==> config.mk <==
export PLATFORM = sky130hd
export DESIGN_NAME = premultiplied_alpha_over_blend_flat
export DESIGN_NICKNAME = d
export VERILOG_FILES = /design/src/design/pob_pkg.sv /design/src/design/pob_in_if.sv /design/src/design/pob_out_if.sv /design/src/design/pob_cfg_if.sv /design/src/design/pob_geom.sv /design/src/design/pob_blend.sv /design/src/design/premultiplied_alpha_over_blend.sv /design/src/flat_wrapper.sv
export SDC_FILE = /design/constraint.sdc
export NUM_CORES = 2
export LEC_CHECK = 0
export BUFFER_PORTS_ARGS = -buffer_cell sky130_fd_sc_hd__buf_2
export CAP_MARGIN = 25
export CORE_ASPECT_RATIO = 1.25
export CORE_MARGIN = 2
export CORE_UTILIZATION = 30
export CTS_CLUSTER_SIZE = 30
export DETAILED_ROUTE_END_ITERATION = 10
export GPL_ROUTABILITY_DRIVEN = 0
export PLACE_DENSITY = 0.52
export SLEW_MARGIN = 40
export SYNTH_ARGS = -nofsm -noshare
export SYNTH_HDL_FRONTEND = slang
export SYNTH_SLANG_ARGS = --single-unit
==> constraint.sdc <==
create_clock -name clk -period 13.5 [get_ports clk]
set_input_delay 3.375 -clock clk [delete_from_list [all_inputs] [get_ports clk]]
set_output_delay 3.375 -clock clk [all_outputs]
set_load 0.01 [all_outputs]
==> src/design/pob_pkg.sv <==
`timescale 1ns / 1ps

package pob_pkg;

  localparam int BYTE_W     = 8;
  localparam int COORD_W    = 12;
  localparam int REG_W      = 13;
  localparam int POS_W      = 14;
  localparam int IDX_W      = 24;
  localparam int PROD_W     = 2 * REG_W;
  localparam int LANES      = 4;
  localparam int CFG_IDX_W  = 2;

  // rounding bias ahead of the divide by 255
  localparam logic [2*BYTE_W-1:0] ROUND_BIAS = 16'd127;

  typedef enum logic [CFG_IDX_W-1:0] {
    CFG_OFFSET_X    = 2'd0,
    CFG_OFFSET_Y    = 2'd1,
    CFG_DEST_WIDTH  = 2'd2,
    CFG_DEST_HEIGHT = 2'd3
  } cfg_reg_t;

  typedef logic [LANES-1:0][BYTE_W-1:0] pix_t;

  // per-stage load enables, driven by the pipeline control in the top level
  typedef struct packed {
    logic s1;
    logic s2;
    logic s3;
  } pob_adv_t;

endpackage

==> src/design/pob_in_if.sv <==
`timescale 1ns / 1ps

interface pob_in_if;
  logic                            valid;
  logic                            ready;
  logic [pob_pkg::COORD_W-1:0]     ovl_col;
  logic [pob_pkg::COORD_W-1:0]     ovl_row;
  logic [pob_pkg::BYTE_W-1:0]      src_c0;
  logic [pob_pkg::BYTE_W-1:0]      src_c1;
  logic [pob_pkg::BYTE_W-1:0]      src_c2;
  logic [pob_pkg::BYTE_W-1:0]      src_alpha;
  logic [pob_pkg::BYTE_W-1:0]      bg_c0;
  logic [pob_pkg::BYTE_W-1:0]      bg_c1;
  logic [pob_pkg::BYTE_W-1:0]      bg_c2;
  logic [pob_pkg::BYTE_W-1:0]      bg_alpha;

  modport source (output valid, ovl_col, ovl_row, src_c0, src_c1, src_c2, src_alpha,
                  bg_c0, bg_c1, bg_c2, bg_alpha, input ready);
  modport sink (input valid, ovl_col, ovl_row, src_c0, src_c1, src_c2, src_alpha,
                bg_c0, bg_c1, bg_c2, bg_alpha, output ready);
endinterface

==> src/design/pob_out_if.sv <==
`timescale 1ns / 1ps

interface pob_out_if;
  logic                        valid;
  logic                        ready;
  logic [pob_pkg::BYTE_W-1:0]  out_c0;
  logic [pob_pkg::BYTE_W-1:0]  out_c1;
  logic [pob_pkg::BYTE_W-1:0]  out_c2;
  logic [pob_pkg::BYTE_W-1:0]  out_alpha;
  logic                        write_enable;
  logic [pob_pkg::IDX_W-1:0]   dest_index;

  modport source (output valid, out_c0, out_c1, out_c2, out_alpha, write_enable,
                  dest_index, input ready);
  modport sink (input valid, out_c0, out_c1, out_c2, out_alpha, write_enable,
                dest_index, output ready);
endinterface

==> src/design/pob_cfg_if.sv <==
`timescale 1ns / 1ps

interface pob_cfg_if;
  logic                            valid;
  logic                            ready;
  logic [pob_pkg::CFG_IDX_W-1:0]   index;
  logic [pob_pkg::REG_W-1:0]       data;

  modport source (output valid, index, data, input ready);
  modport sink (input valid, index, data, output ready);
endinterface

==> src/design/pob_geom.sv <==
`timescale 1ns / 1ps

module pob_geom #(
  parameter int MAX_DIM = 4096
) (
  input  logic                          clk,
  input  pob_pkg::pob_adv_t             adv,
  input  logic [pob_pkg::REG_W-1:0]     offset_x,
  input  logic [pob_pkg::REG_W-1:0]     offset_y,
  input  logic [pob_pkg::REG_W-1:0]     dest_width,
  input  logic [pob_pkg::REG_W-1:0]     dest_height,
  input  logic [pob_pkg::COORD_W-1:0]   ovl_col,
  input  logic [pob_pkg::COORD_W-1:0]   ovl_row,
  output logic                          inside_s2,
  output logic [pob_pkg::IDX_W-1:0]     dest_index
);

  localparam int PAD_W = 32 - pob_pkg::REG_W;
  localparam int EXT_W = pob_pkg::POS_W - pob_pkg::COORD_W;

  logic [pob_pkg::POS_W-1:0]  dx_r, dy_r, dx_nxt, dy_nxt;
  logic [pob_pkg::REG_W-1:0]  w_r, h_r, w_nxt, h_nxt;
  logic                       inside_r, inside_nxt;
  logic [pob_pkg::IDX_W-1:0]  prod_r;
  logic [pob_pkg::PROD_W-1:0] prod_full;
  logic [pob_pkg::REG_W-1:0]  dx_lo_r;
  logic [pob_pkg::IDX_W-1:0]  idx_r, idx_nxt;

  // stage 1: place the pixel and clamp the destination size
  assign dx_nxt = {offset_x[pob_pkg::REG_W-1], offset_x} + {{EXT_W{1'b0}}, ovl_col};
  assign dy_nxt = {offset_y[pob_pkg::REG_W-1], offset_y} + {{EXT_W{1'b0}}, ovl_row};
  assign w_nxt  = ({{PAD_W{1'b0}}, dest_width} > 32'(MAX_DIM)) ?
                  pob_pkg::REG_W'(MAX_DIM) : dest_width;
  assign h_nxt  = ({{PAD_W{1'b0}}, dest_height} > 32'(MAX_DIM)) ?
                  pob_pkg::REG_W'(MAX_DIM) : dest_height;

  // stage 2: clip and row times width
  assign inside_nxt = !dx_r[pob_pkg::POS_W-1] && !dy_r[pob_pkg::POS_W-1] &&
                      (dx_r[pob_pkg::REG_W-1:0] < w_r) &&
                      (dy_r[pob_pkg::REG_W-1:0] < h_r);
  assign prod_full  = dy_r[pob_pkg::REG_W-1:0] * w_r;

  // stage 3: add the column, zero index outside
  assign idx_nxt = inside_r ?
                   (prod_r + {{(pob_pkg::IDX_W-pob_pkg::REG_W){1'b0}}, dx_lo_r}) :
                   '0;

  always_ff @(posedge clk) begin
    if (adv.s1) begin
      dx_r <= dx_nxt;
      dy_r <= dy_nxt;
      w_r  <= w_nxt;
      h_r  <= h_nxt;
    end
    if (adv.s2) begin
      inside_r <= inside_nxt;
      prod_r   <= prod_full[pob_pkg::IDX_W-1:0];
      dx_lo_r  <= dx_r[pob_pkg::REG_W-1:0];
    end
    if (adv.s3) begin
      idx_r <= idx_nxt;
    end
  end

  assign inside_s2  = inside_r;
  assign dest_index = idx_r;

endmodule

==> src/design/pob_blend.sv <==
`timescale 1ns / 1ps

module pob_blend (
  input  logic                         clk,
  input  pob_pkg::pob_adv_t            adv,
  input  pob_pkg::pix_t                src,
  input  pob_pkg::pix_t                bg,
  input  logic                         inside_s2,
  output pob_pkg::pix_t                res,
  output logic                         write_enable
);

  localparam int AL = pob_pkg::LANES - 1;
  localparam int W2 = 2 * pob_pkg::BYTE_W;

  pob_pkg::pix_t                        src1_r, bg1_r, src2_r, bg2_r;
  logic [pob_pkg::BYTE_W-1:0]           inv1_r;
  logic                                 nz1_r, nz2_r;
  logic [pob_pkg::LANES-1:0][W2-1:0]    t_r, t_nxt;
  logic [pob_pkg::LANES-1:0][W2:0]      q_sum;
  pob_pkg::pix_t                        mix, res_r, res_nxt;
  logic                                 we_r, we_nxt;

  // stage 2: destination byte times inverse alpha, plus rounding bias
  always_comb begin
    for (int k = 0; k < pob_pkg::LANES; k++) begin
      t_nxt[k] = bg1_r[k] * inv1_r + pob_pkg::ROUND_BIAS;
    end
  end

  // stage 3: exact floor divide by 255 (t stays below 255*256), then add source
  always_comb begin
    for (int k = 0; k < pob_pkg::LANES; k++) begin
      q_sum[k] = {1'b0, t_r[k]} + (W2+1)'(1) +
                 {{(pob_pkg::BYTE_W+1){1'b0}}, t_r[k][W2-1:pob_pkg::BYTE_W]};
      mix[k]   = src2_r[k] + q_sum[k][W2-1:pob_pkg::BYTE_W];
    end
  end

  assign we_nxt  = inside_s2 && nz2_r;
  assign res_nxt = we_nxt ? mix : bg2_r;

  always_ff @(posedge clk) begin
    if (adv.s1) begin
      src1_r <= src;
      bg1_r  <= bg;
      inv1_r <= ~src[AL];
      nz1_r  <= |src[AL];
    end
    if (adv.s2) begin
      src2_r <= src1_r;
      bg2_r  <= bg1_r;
      nz2_r  <= nz1_r;
      t_r    <= t_nxt;
    end
    if (adv.s3) begin
      res_r <= res_nxt;
      we_r  <= we_nxt;
    end
  end

  assign res          = res_r;
  assign write_enable = we_r;

endmodule

==> src/design/premultiplied_alpha_over_blend.sv <==
`timescale 1ns / 1ps
// Pipeline: three register stages (s1, s2, s3); an accepted transaction is loaded into s1,
// then moves to s2 and s3, and the s3 output register presents it until it is taken.
// Throughput: one pixel per clock while the receiver takes results; each of the three
// stages holds its own valid bit, so bubbles collapse and the input stays ready while a
// result waits on the output, until all three stages hold a transaction.
// Reset: synchronous active-low rst_n clears all stage valid bits and the four
// configuration registers (offsets and sizes read as zero); pixel data is not reset.

module premultiplied_alpha_over_blend #(
  parameter int MAX_DIM = 4096
) (
  input  logic      clk,
  input  logic      rst_n,
  pob_in_if.sink    in_pix,
  pob_out_if.source out_pix,
  pob_cfg_if.sink   cfg_wr
);

  // ---------------------------------------------------------------------------
  // Configuration registers. Writes are taken every cycle; software must change
  // them only while the pipeline is empty; the block itself does not enforce this.
  // ---------------------------------------------------------------------------
  logic [pob_pkg::REG_W-1:0] offset_x_r, offset_y_r, dest_width_r, dest_height_r;

  assign cfg_wr.ready = 1'b1;

  always_ff @(posedge clk) begin
    if (!rst_n) begin
      offset_x_r    <= '0;
      offset_y_r    <= '0;
      dest_width_r  <= '0;
      dest_height_r <= '0;
    end else if (cfg_wr.valid) begin
      case (cfg_wr.index)
        pob_pkg::CFG_OFFSET_X:    offset_x_r    <= cfg_wr.data;
        pob_pkg::CFG_OFFSET_Y:    offset_y_r    <= cfg_wr.data;
        pob_pkg::CFG_DEST_WIDTH:  dest_width_r  <= cfg_wr.data;
        pob_pkg::CFG_DEST_HEIGHT: dest_height_r <= cfg_wr.data;
        default: ;
      endcase
    end
  end

  // ---------------------------------------------------------------------------
  // Pipeline control. A stage loads when it is empty or the stage after it
  // moves on; the last stage is the output register.
  // ---------------------------------------------------------------------------
  logic v1_r, v2_r, v3_r;
  logic rdy1, rdy2, rdy3;
  pob_pkg::pob_adv_t adv;

  assign rdy3 = !v3_r || out_pix.ready;
  assign rdy2 = !v2_r || rdy3;
  assign rdy1 = !v1_r || rdy2;

  assign adv.s1 = rdy1;
  assign adv.s2 = rdy2;
  assign adv.s3 = rdy3;

  assign in_pix.ready = rdy1;

  always_ff @(posedge clk) begin
    if (!rst_n) begin
      v1_r <= 1'b0;
      v2_r <= 1'b0;
      v3_r <= 1'b0;
    end else begin
      if (rdy1) v1_r <= in_pix.valid;
      if (rdy2) v2_r <= v1_r;
      if (rdy3) v3_r <= v2_r;
    end
  end

  // ---------------------------------------------------------------------------
  // Datapath: geometry (place, clip, linear index) runs beside the per-byte
  // blend; the clip decision from geometry stage 2 steers the final select.
  // ---------------------------------------------------------------------------
  logic                       inside_s2;
  logic [pob_pkg::IDX_W-1:0]  dest_index;
  pob_pkg::pix_t              src, bg, res;
  logic                       write_enable;

  assign src = {in_pix.src_alpha, in_pix.src_c2, in_pix.src_c1, in_pix.src_c0};
  assign bg  = {in_pix.bg_alpha, in_pix.bg_c2, in_pix.bg_c1, in_pix.bg_c0};

  pob_geom #(
    .MAX_DIM (MAX_DIM)
  ) u_geom (
    .clk         (clk),
    .adv         (adv),
    .offset_x    (offset_x_r),
    .offset_y    (offset_y_r),
    .dest_width  (dest_width_r),
    .dest_height (dest_height_r),
    .ovl_col     (in_pix.ovl_col),
    .ovl_row     (in_pix.ovl_row),
    .inside_s2   (inside_s2),
    .dest_index  (dest_index)
  );

  pob_blend u_blend (
    .clk          (clk),
    .adv          (adv),
    .src          (src),
    .bg           (bg),
    .inside_s2    (inside_s2),
    .res          (res),
    .write_enable (write_enable)
  );

  // Drive the result channel from the output register.
  assign out_pix.valid        = v3_r;
  assign out_pix.out_c0       = res[0];
  assign out_pix.out_c1       = res[1];
  assign out_pix.out_c2       = res[2];
  assign out_pix.out_alpha    = res[3];
  assign out_pix.write_enable = write_enable;
  assign out_pix.dest_index   = dest_index;

`ifndef SYNTHESIS
  a_accept_fills_s1: assert property (@(posedge clk) disable iff (!rst_n)
    (in_pix.valid && in_pix.ready) |=> v1_r)
    else $error("accepted transaction did not enter stage 1");

  a_s1_moves_to_s2: assert property (@(posedge clk) disable iff (!rst_n)
    (v1_r && rdy2) |=> v2_r)
    else $error("stage 1 transaction lost on advance");

  a_written_alpha_nonzero: assert property (@(posedge clk) disable iff (!rst_n)
    (out_pix.valid && out_pix.write_enable) |-> (out_pix.out_alpha != '0))
    else $error("written pixel has zero alpha");

  a_reset_empties: assert property (@(posedge clk)
    !rst_n |=> (!v1_r && !v2_r && !v3_r))
    else $error("pipeline not empty after reset");
`endif

endmodule

==> src/flat_wrapper.sv <==
// flat-port wrapper written by rule: the top's interface ports become plain ports
module premultiplied_alpha_over_blend_flat 
#(
  parameter int MAX_DIM = 4096
)
  (clk, rst_n, in_pix_valid, in_pix_ovl_col, in_pix_ovl_row, in_pix_src_c0, in_pix_src_c1, in_pix_src_c2, in_pix_src_alpha, in_pix_bg_c0, in_pix_bg_c1, in_pix_bg_c2, in_pix_bg_alpha, in_pix_ready, out_pix_valid, out_pix_out_c0, out_pix_out_c1, out_pix_out_c2, out_pix_out_alpha, out_pix_write_enable, out_pix_dest_index, out_pix_ready, cfg_wr_valid, cfg_wr_index, cfg_wr_data, cfg_wr_ready);
  pob_in_if in_pix_i ();
  pob_out_if out_pix_i ();
  pob_cfg_if cfg_wr_i ();
  input  logic clk;
  input  logic rst_n;
  input wire logic [$bits(in_pix_i.valid)-1:0] in_pix_valid;
  input wire logic [$bits(in_pix_i.ovl_col)-1:0] in_pix_ovl_col;
  input wire logic [$bits(in_pix_i.ovl_row)-1:0] in_pix_ovl_row;
  input wire logic [$bits(in_pix_i.src_c0)-1:0] in_pix_src_c0;
  input wire logic [$bits(in_pix_i.src_c1)-1:0] in_pix_src_c1;
  input wire logic [$bits(in_pix_i.src_c2)-1:0] in_pix_src_c2;
  input wire logic [$bits(in_pix_i.src_alpha)-1:0] in_pix_src_alpha;
  input wire logic [$bits(in_pix_i.bg_c0)-1:0] in_pix_bg_c0;
  input wire logic [$bits(in_pix_i.bg_c1)-1:0] in_pix_bg_c1;
  input wire logic [$bits(in_pix_i.bg_c2)-1:0] in_pix_bg_c2;
  input wire logic [$bits(in_pix_i.bg_alpha)-1:0] in_pix_bg_alpha;
  output wire logic [$bits(in_pix_i.ready)-1:0] in_pix_ready;
  output wire logic [$bits(out_pix_i.valid)-1:0] out_pix_valid;
  output wire logic [$bits(out_pix_i.out_c0)-1:0] out_pix_out_c0;
  output wire logic [$bits(out_pix_i.out_c1)-1:0] out_pix_out_c1;
  output wire logic [$bits(out_pix_i.out_c2)-1:0] out_pix_out_c2;
  output wire logic [$bits(out_pix_i.out_alpha)-1:0] out_pix_out_alpha;
  output wire logic [$bits(out_pix_i.write_enable)-1:0] out_pix_write_enable;
  output wire logic [$bits(out_pix_i.dest_index)-1:0] out_pix_dest_index;
  input wire logic [$bits(out_pix_i.ready)-1:0] out_pix_ready;
  input wire logic [$bits(cfg_wr_i.valid)-1:0] cfg_wr_valid;
  input wire logic [$bits(cfg_wr_i.index)-1:0] cfg_wr_index;
  input wire logic [$bits(cfg_wr_i.data)-1:0] cfg_wr_data;
  output wire logic [$bits(cfg_wr_i.ready)-1:0] cfg_wr_ready;
  assign in_pix_i.valid = in_pix_valid;
  assign in_pix_i.ovl_col = in_pix_ovl_col;
  assign in_pix_i.ovl_row = in_pix_ovl_row;
  assign in_pix_i.src_c0 = in_pix_src_c0;
  assign in_pix_i.src_c1 = in_pix_src_c1;
  assign in_pix_i.src_c2 = in_pix_src_c2;
  assign in_pix_i.src_alpha = in_pix_src_alpha;
  assign in_pix_i.bg_c0 = in_pix_bg_c0;
  assign in_pix_i.bg_c1 = in_pix_bg_c1;
  assign in_pix_i.bg_c2 = in_pix_bg_c2;
  assign in_pix_i.bg_alpha = in_pix_bg_alpha;
  assign in_pix_ready = in_pix_i.ready;
  assign out_pix_valid = out_pix_i.valid;
  assign out_pix_out_c0 = out_pix_i.out_c0;
  assign out_pix_out_c1 = out_pix_i.out_c1;
  assign out_pix_out_c2 = out_pix_i.out_c2;
  assign out_pix_out_alpha = out_pix_i.out_alpha;
  assign out_pix_write_enable = out_pix_i.write_enable;
  assign out_pix_dest_index = out_pix_i.dest_index;
  assign out_pix_i.ready = out_pix_ready;
  assign cfg_wr_i.valid = cfg_wr_valid;
  assign cfg_wr_i.index = cfg_wr_index;
  assign cfg_wr_i.data = cfg_wr_data;
  assign cfg_wr_ready = cfg_wr_i.ready;
  premultiplied_alpha_over_blend #(.MAX_DIM(MAX_DIM)) u_core (.clk(clk), .rst_n(rst_n), .in_pix(in_pix_i), .out_pix(out_pix_i), .cfg_wr(cfg_wr_i));
endmodule
== Word level (Yosys, flattened, before mapping) ==
Cells that the tools add are included.

* Output and inout bits: 60
* Word-level logic and storage cells: 94
* Bits of input ports: 108
* Flip-flop bits (word level): 406

* Equality and inequality tests: 3
* Bitwise logic cells: 1
* Muxes and demuxes: 1
* Magnitude comparators: 4
* Reductions and logical operators: 18
* Multipliers: 5
* Add/subtract/negate cells: 19

{| class="wikitable"
|+ Operators by type and width
! kind !! count
|-
| adder 16 x 1 -> 16 bit (second input constant) || 4
|-
| adder 16 x 7 -> 16 bit (second input constant) || 4
|-
| adder 16 x 8 -> 16 bit || 4
|-
| multiplier 8 x 8 -> 16 bit || 4
|-
| adder 8 bit || 4
|-
| 2-to-1 mux 32 bit || 1
|-
| adder 13 x 13 -> 14 bit || 2
|-
| > comparator 13 bit (second input constant) || 2
|-
| < comparator 13 bit || 2
|-
| adder 24 x 13 -> 24 bit || 1
|-
| multiplier 13 x 13 -> 24 bit || 1
|-
| NOT 8 bit || 1
|-
| AND reduction 2 bit || 4
|-
| OR reduction 8 bit || 1
|-
| logical NOT 1 bit || 5
|-
| == test 2 bit (second input constant) || 2
|-
| logical AND 1 bit || 4
|-
| logical OR 1 bit || 3
|-
| == test 2 x 1 -> 1 bit (second input constant) || 1
|-
| logical NOT 2 bit || 1
|}

== Longest topological paths before layout ==
* Word-level depth: 4
* Mapped depth: 20
* Depth with buffers taken out: 19

== Modules after synthesis ==
From an unflattened synthesis, not the netlist that was laid out.

* Cells, all modules: 2958
* Area total of the unflattened synthesis: 32063.3 µm²

{| class="wikitable"
|+ Modules (own cells, without submodules)
! module !! seq. area each (µm²) !! cells each !! area each (µm²) !! instances
|-
| pob_blend || 7056.8 || 1605 || 18371.4 || 1
|-
| pob_geom || 3483.3 || 1152 || 11657.4 || 1
|-
| premultiplied_alpha_over_blend || 1101.1 || 201 || 2034.5 || 1
|}

== Worst setup path after synthesis ==
No wires, ideal clock.

* Path type: input -> output
* Start: in out_pix_ready
* End: out in_pix_ready
* Cell stages on the path: 2
* Slack: 3.577 ns
* Path buffers: 0
* Required time: 10.125 ns
* Data arrival time: 6.548 ns
* Path through: nor2b_1 nand3_1

* Longest elaborated chain between the ends: 3

{| class="wikitable"
|+ Ends and longest elaborated chain
! item !! line !! text
|-
| start: declaration || flat_wrapper.sv:31 || <nowiki>input wire logic [$bits(out_pix_i.ready)-1:0] out_pix_ready;</nowiki>
|-
| logical OR 1 bit || premultiplied_alpha_over_blend.sv:53 || <nowiki>assign rdy3 = !v3_r || out_pix.ready;</nowiki>
|-
| logical OR 1 bit || premultiplied_alpha_over_blend.sv:54 || <nowiki>assign rdy2 = !v2_r || rdy3;</nowiki>
|-
| logical OR 1 bit || premultiplied_alpha_over_blend.sv:55 || <nowiki>assign rdy1 = !v1_r || rdy2;</nowiki>
|-
| end: declaration || flat_wrapper.sv:23 || <nowiki>output wire logic [$bits(in_pix_i.ready)-1:0] in_pix_ready;</nowiki>
|}

Every way passes these cells.

== Worst setup path after layout ==
Ends and elaborated chain as after synthesis.

==> impl_metrics.toml <==
[outcome]
status = "completed"

[cells_and_area]
layout-drive-gt1-share_pct = 9.21
final-seq-area_um2 = 11600
area.growth.synth_to_final_pct = 12.0
fin_cells = 4447
multi_input_area_um2 = 18000
fin_nets = 3787
n_fill_cell = 10425
final_cell_mix = "457 x nand2_1, 402 x inv_1, 351 x edfxtp_1"
final_common_cell = "nand2_1"

[drt]
wl_mm = 71.3
drt-initial-drc-count = 725
antenna_left = 0
first_pass_iters = 5
via_per_inst = 4.55
vias = 20227
routedWlPerCell_um = 16.0
drc_errors = 0

[synthesis]
yosys.area_share.simple_pct = 13.2
async_reset_ff_share_pct = 0
synth.cell_area_um2 = 31500
synth_xor_area_share_pct = 4.34
synth-compound-area-share_pct = 7.90
synth_top_area_share_pct = 33.4
syn_inst = 2936
synth_warnings = 0
yosysTopAreaCell = "edfxtp_1"
mappedNetlistNets = 3654
ys_ff_latch = 406
avgSynthCellArea_um2 = 10.7
muxShareOfSynthArea_pct = 0.318
ys_types = 73
synth_seq_area_share_pct = 36.9
synth_ff_type = "edfxtp_1"
synth_top_family_by_area = "adder cells"
ys_top_cells_by_area = "edfxtp_1 33%, fa_1 19%, ha_1 13%, nand2_1 5.5%, inv_1 4.8%"
synth-edff-count = 351
synth-adder-area-share_pct = 31.3

[worst_setup_path]
path_class = "in -> out"
cp-startpoint = "out_pix_ready"
end_kind = "primary output"
r2r_start = "u_core.u_geom.dy_r[7]"
r2r-end = "u_core.u_geom.prod_r[23]"
required_ns = 10.12
worstRegToRegCells = 19
crit_end = "in_pix_ready"
startpoint_type = "input port"
arrival_ns = 4.94
ff2ff_setup_slack_ns = 7.67
cp_max_fo = 34

[clock_tree]
cts_tree = "yes"
post-cts-setup-buffers = 0
cts_root_buffer = "clkbuf_16"
clk_path_buf_depth = 3
cts_inserted_buffers = 45
postCtsResizedCells = 0
clk_latency_ns = 0.60
cts_sinks = 406
clk_pin_slew_ns = 0.06
ctsHoldBuffers = 0
ctsHtreeMaxLevel = 2

[global_routing]
grt-ovfl-total = 0
antenna_found_initial = 5
grt_max_degree = 82
grt_pass1_vias = 21368
grt_util_all_layers_pct = 13.5
grt_pass1_wl_mm = 115

[die]
core_area_um2 = 104000
die_h_um = 366
die_area_um2 = 108000
initial_core_util_pct = 30.3
io_pins = 168
std_cell_rows = 132
die_w_um = 294

[sta]
fin_crit_sh_pct = 61.6
fin_skew_ns = 0.0366
min_period_ns = 8.31
setup_viol = 0
maxSlewViolCount = 0
clock.fmax_mhz = 120
relSlewSlack_pct = 46.9
whs_ns = 0.402
grt_setup_unrepaired = "no"
worst_pin_slew_ns = 0.796
fin_tns_setup_ns = 0
hold_violations = 0

[placement]
hpwl_mm = 53.6
dp_cells = 4362
portBuffers = 166

[min_path]
hold_class = "reg -> reg"

[pwr]
vdd_drop_max_uv = 96.7
power.density_nw_per_um2 = 147
leakage_nw = 16.1

[flow_run]
drv_cap = 0
## registers in the layout (all words and copies together), names as in the netlist, 13 cells and up
register                  count
u_core.u_blend.src2_r        32
u_core.u_geom.dx_lo_r        13
u_core.dest_width_r          13
u_core.u_blend.bg2_r         32
u_core.offset_x_r            13
u_core.u_geom.h_r            13
u_core.u_geom.prod_r         24
u_core.u_blend.res           32
u_core.u_blend.src1_r        32
u_core.u_geom.dx_r           14
u_core.u_geom.dest_index     24
u_core.offset_y_r            13
u_core.dest_height_r         13
u_core.u_geom.dy_r           14
u_core.u_blend.bg1_r         32
u_core.u_geom.w_r            13
u_core.u_blend.t_r           64
## stage by stage
step	total power [W]	cell area (µm²)	setup slack, ns	util [%]
global placement	0.00400	33800	5.12	32.5
floorplan	0.00346	31500	3.58	-
CTS	0.00530	35300	5.11	33.9
finish	0.00520	35300	5.19	34.0
global route	0.00565	35300	5.03	34.0
detailed placement	0.00402	33800	5.11	32.5
## critical path, cell delays in order
cell,delay [ns]
buf_2,0.14
nor2b_1,0.49
nand3_4,0.57
buf_2,0.35
## cell usage after synthesis, types with 25 or more instances
| cell | instances |
|---|---|
| a21boi_0 | 53 |
| a21o_1 | 48 |
| a21oi_1 | 83 |
| and2_1 | 176 |
| clkbuf_1 | 89 |
| dfxtp_1 | 55 |
| edfxtp_1 | 351 |
| fa_1 | 295 |
| ha_1 | 315 |
| inv_1 | 403 |
| nand2_1 | 459 |
| nand3_1 | 31 |
| nor2_1 | 59 |
| nor2b_1 | 52 |
| o21a_1 | 25 |
| o21ai_0 | 50 |
| o21ai_1 | 28 |
| xnor2_1 | 110 |
| xor2_1 | 46 |
## power breakdown
part | switching (W) | total, W | internal, W
registers | 0.000167 | 0.00182 | 0.00165
clock network | 0.000541 | 0.00123 | 0.000688
logic | 0.00117 | 0.00215 | 0.000981
total | 0.00188 | 0.00520 | 0.00332
## worst min path at each step
stage,from,to,slack (ns),depth (start not counted)
4_1_cts,u_core.u_blend.src1_r[14],u_core.u_blend.src2_r[14],0.40,0
6_report,u_core.u_blend.src1_r[14],u_core.u_blend.src2_r[14],0.40,0
2_1_floorplan,u_core.u_blend.nz1_r,u_core.u_blend.nz2_r,0.40,0
3_5_place_dp,u_core.u_blend.src1_r[3],u_core.u_blend.src2_r[3],0.40,0
5_1_grt,u_core.u_blend.src1_r[14],u_core.u_blend.src2_r[14],0.42,0
3_3_place_gp,u_core.u_blend.src1_r[25],u_core.u_blend.src2_r[25],0.40,0
## metal layers
layer / up-vias / routed length (µm) / global-route usage, %
li1: 9944 / - / -
met5: - / 11 / 0
met2: 236 / 35900 / 24.3
met3: 82 / 2300 / 1.63
met4: 2 / 2130 / 4.15
met1: 9963 / 31000 / 16.8
## cells by family after synthesis
kind of cell | after synthesis
AO/OA/AOI/OAI | 374
XOR/XNOR | 156
adder cells (fa/ha/maj) | 610
buffers and inverters | 502
flip-flops | 406
multiplexers | 9
other | 1
AND/OR/NAND/NOR | 878
## cell type report
type / instances / share of cell area [%]
clock buffers: 52 / 3.33
clock inverters: 31 / 0.805
flip-flops and latches: 406 / 33.0
well taps: 1340 / 4.75
diodes: 2 / 0.0142
multi-input cells: 2028 / 51.1
inverters: 405 / 4.31
repair buffers: 183 / 2.73
Note: power is estimated with default switching activity, not from simulation.
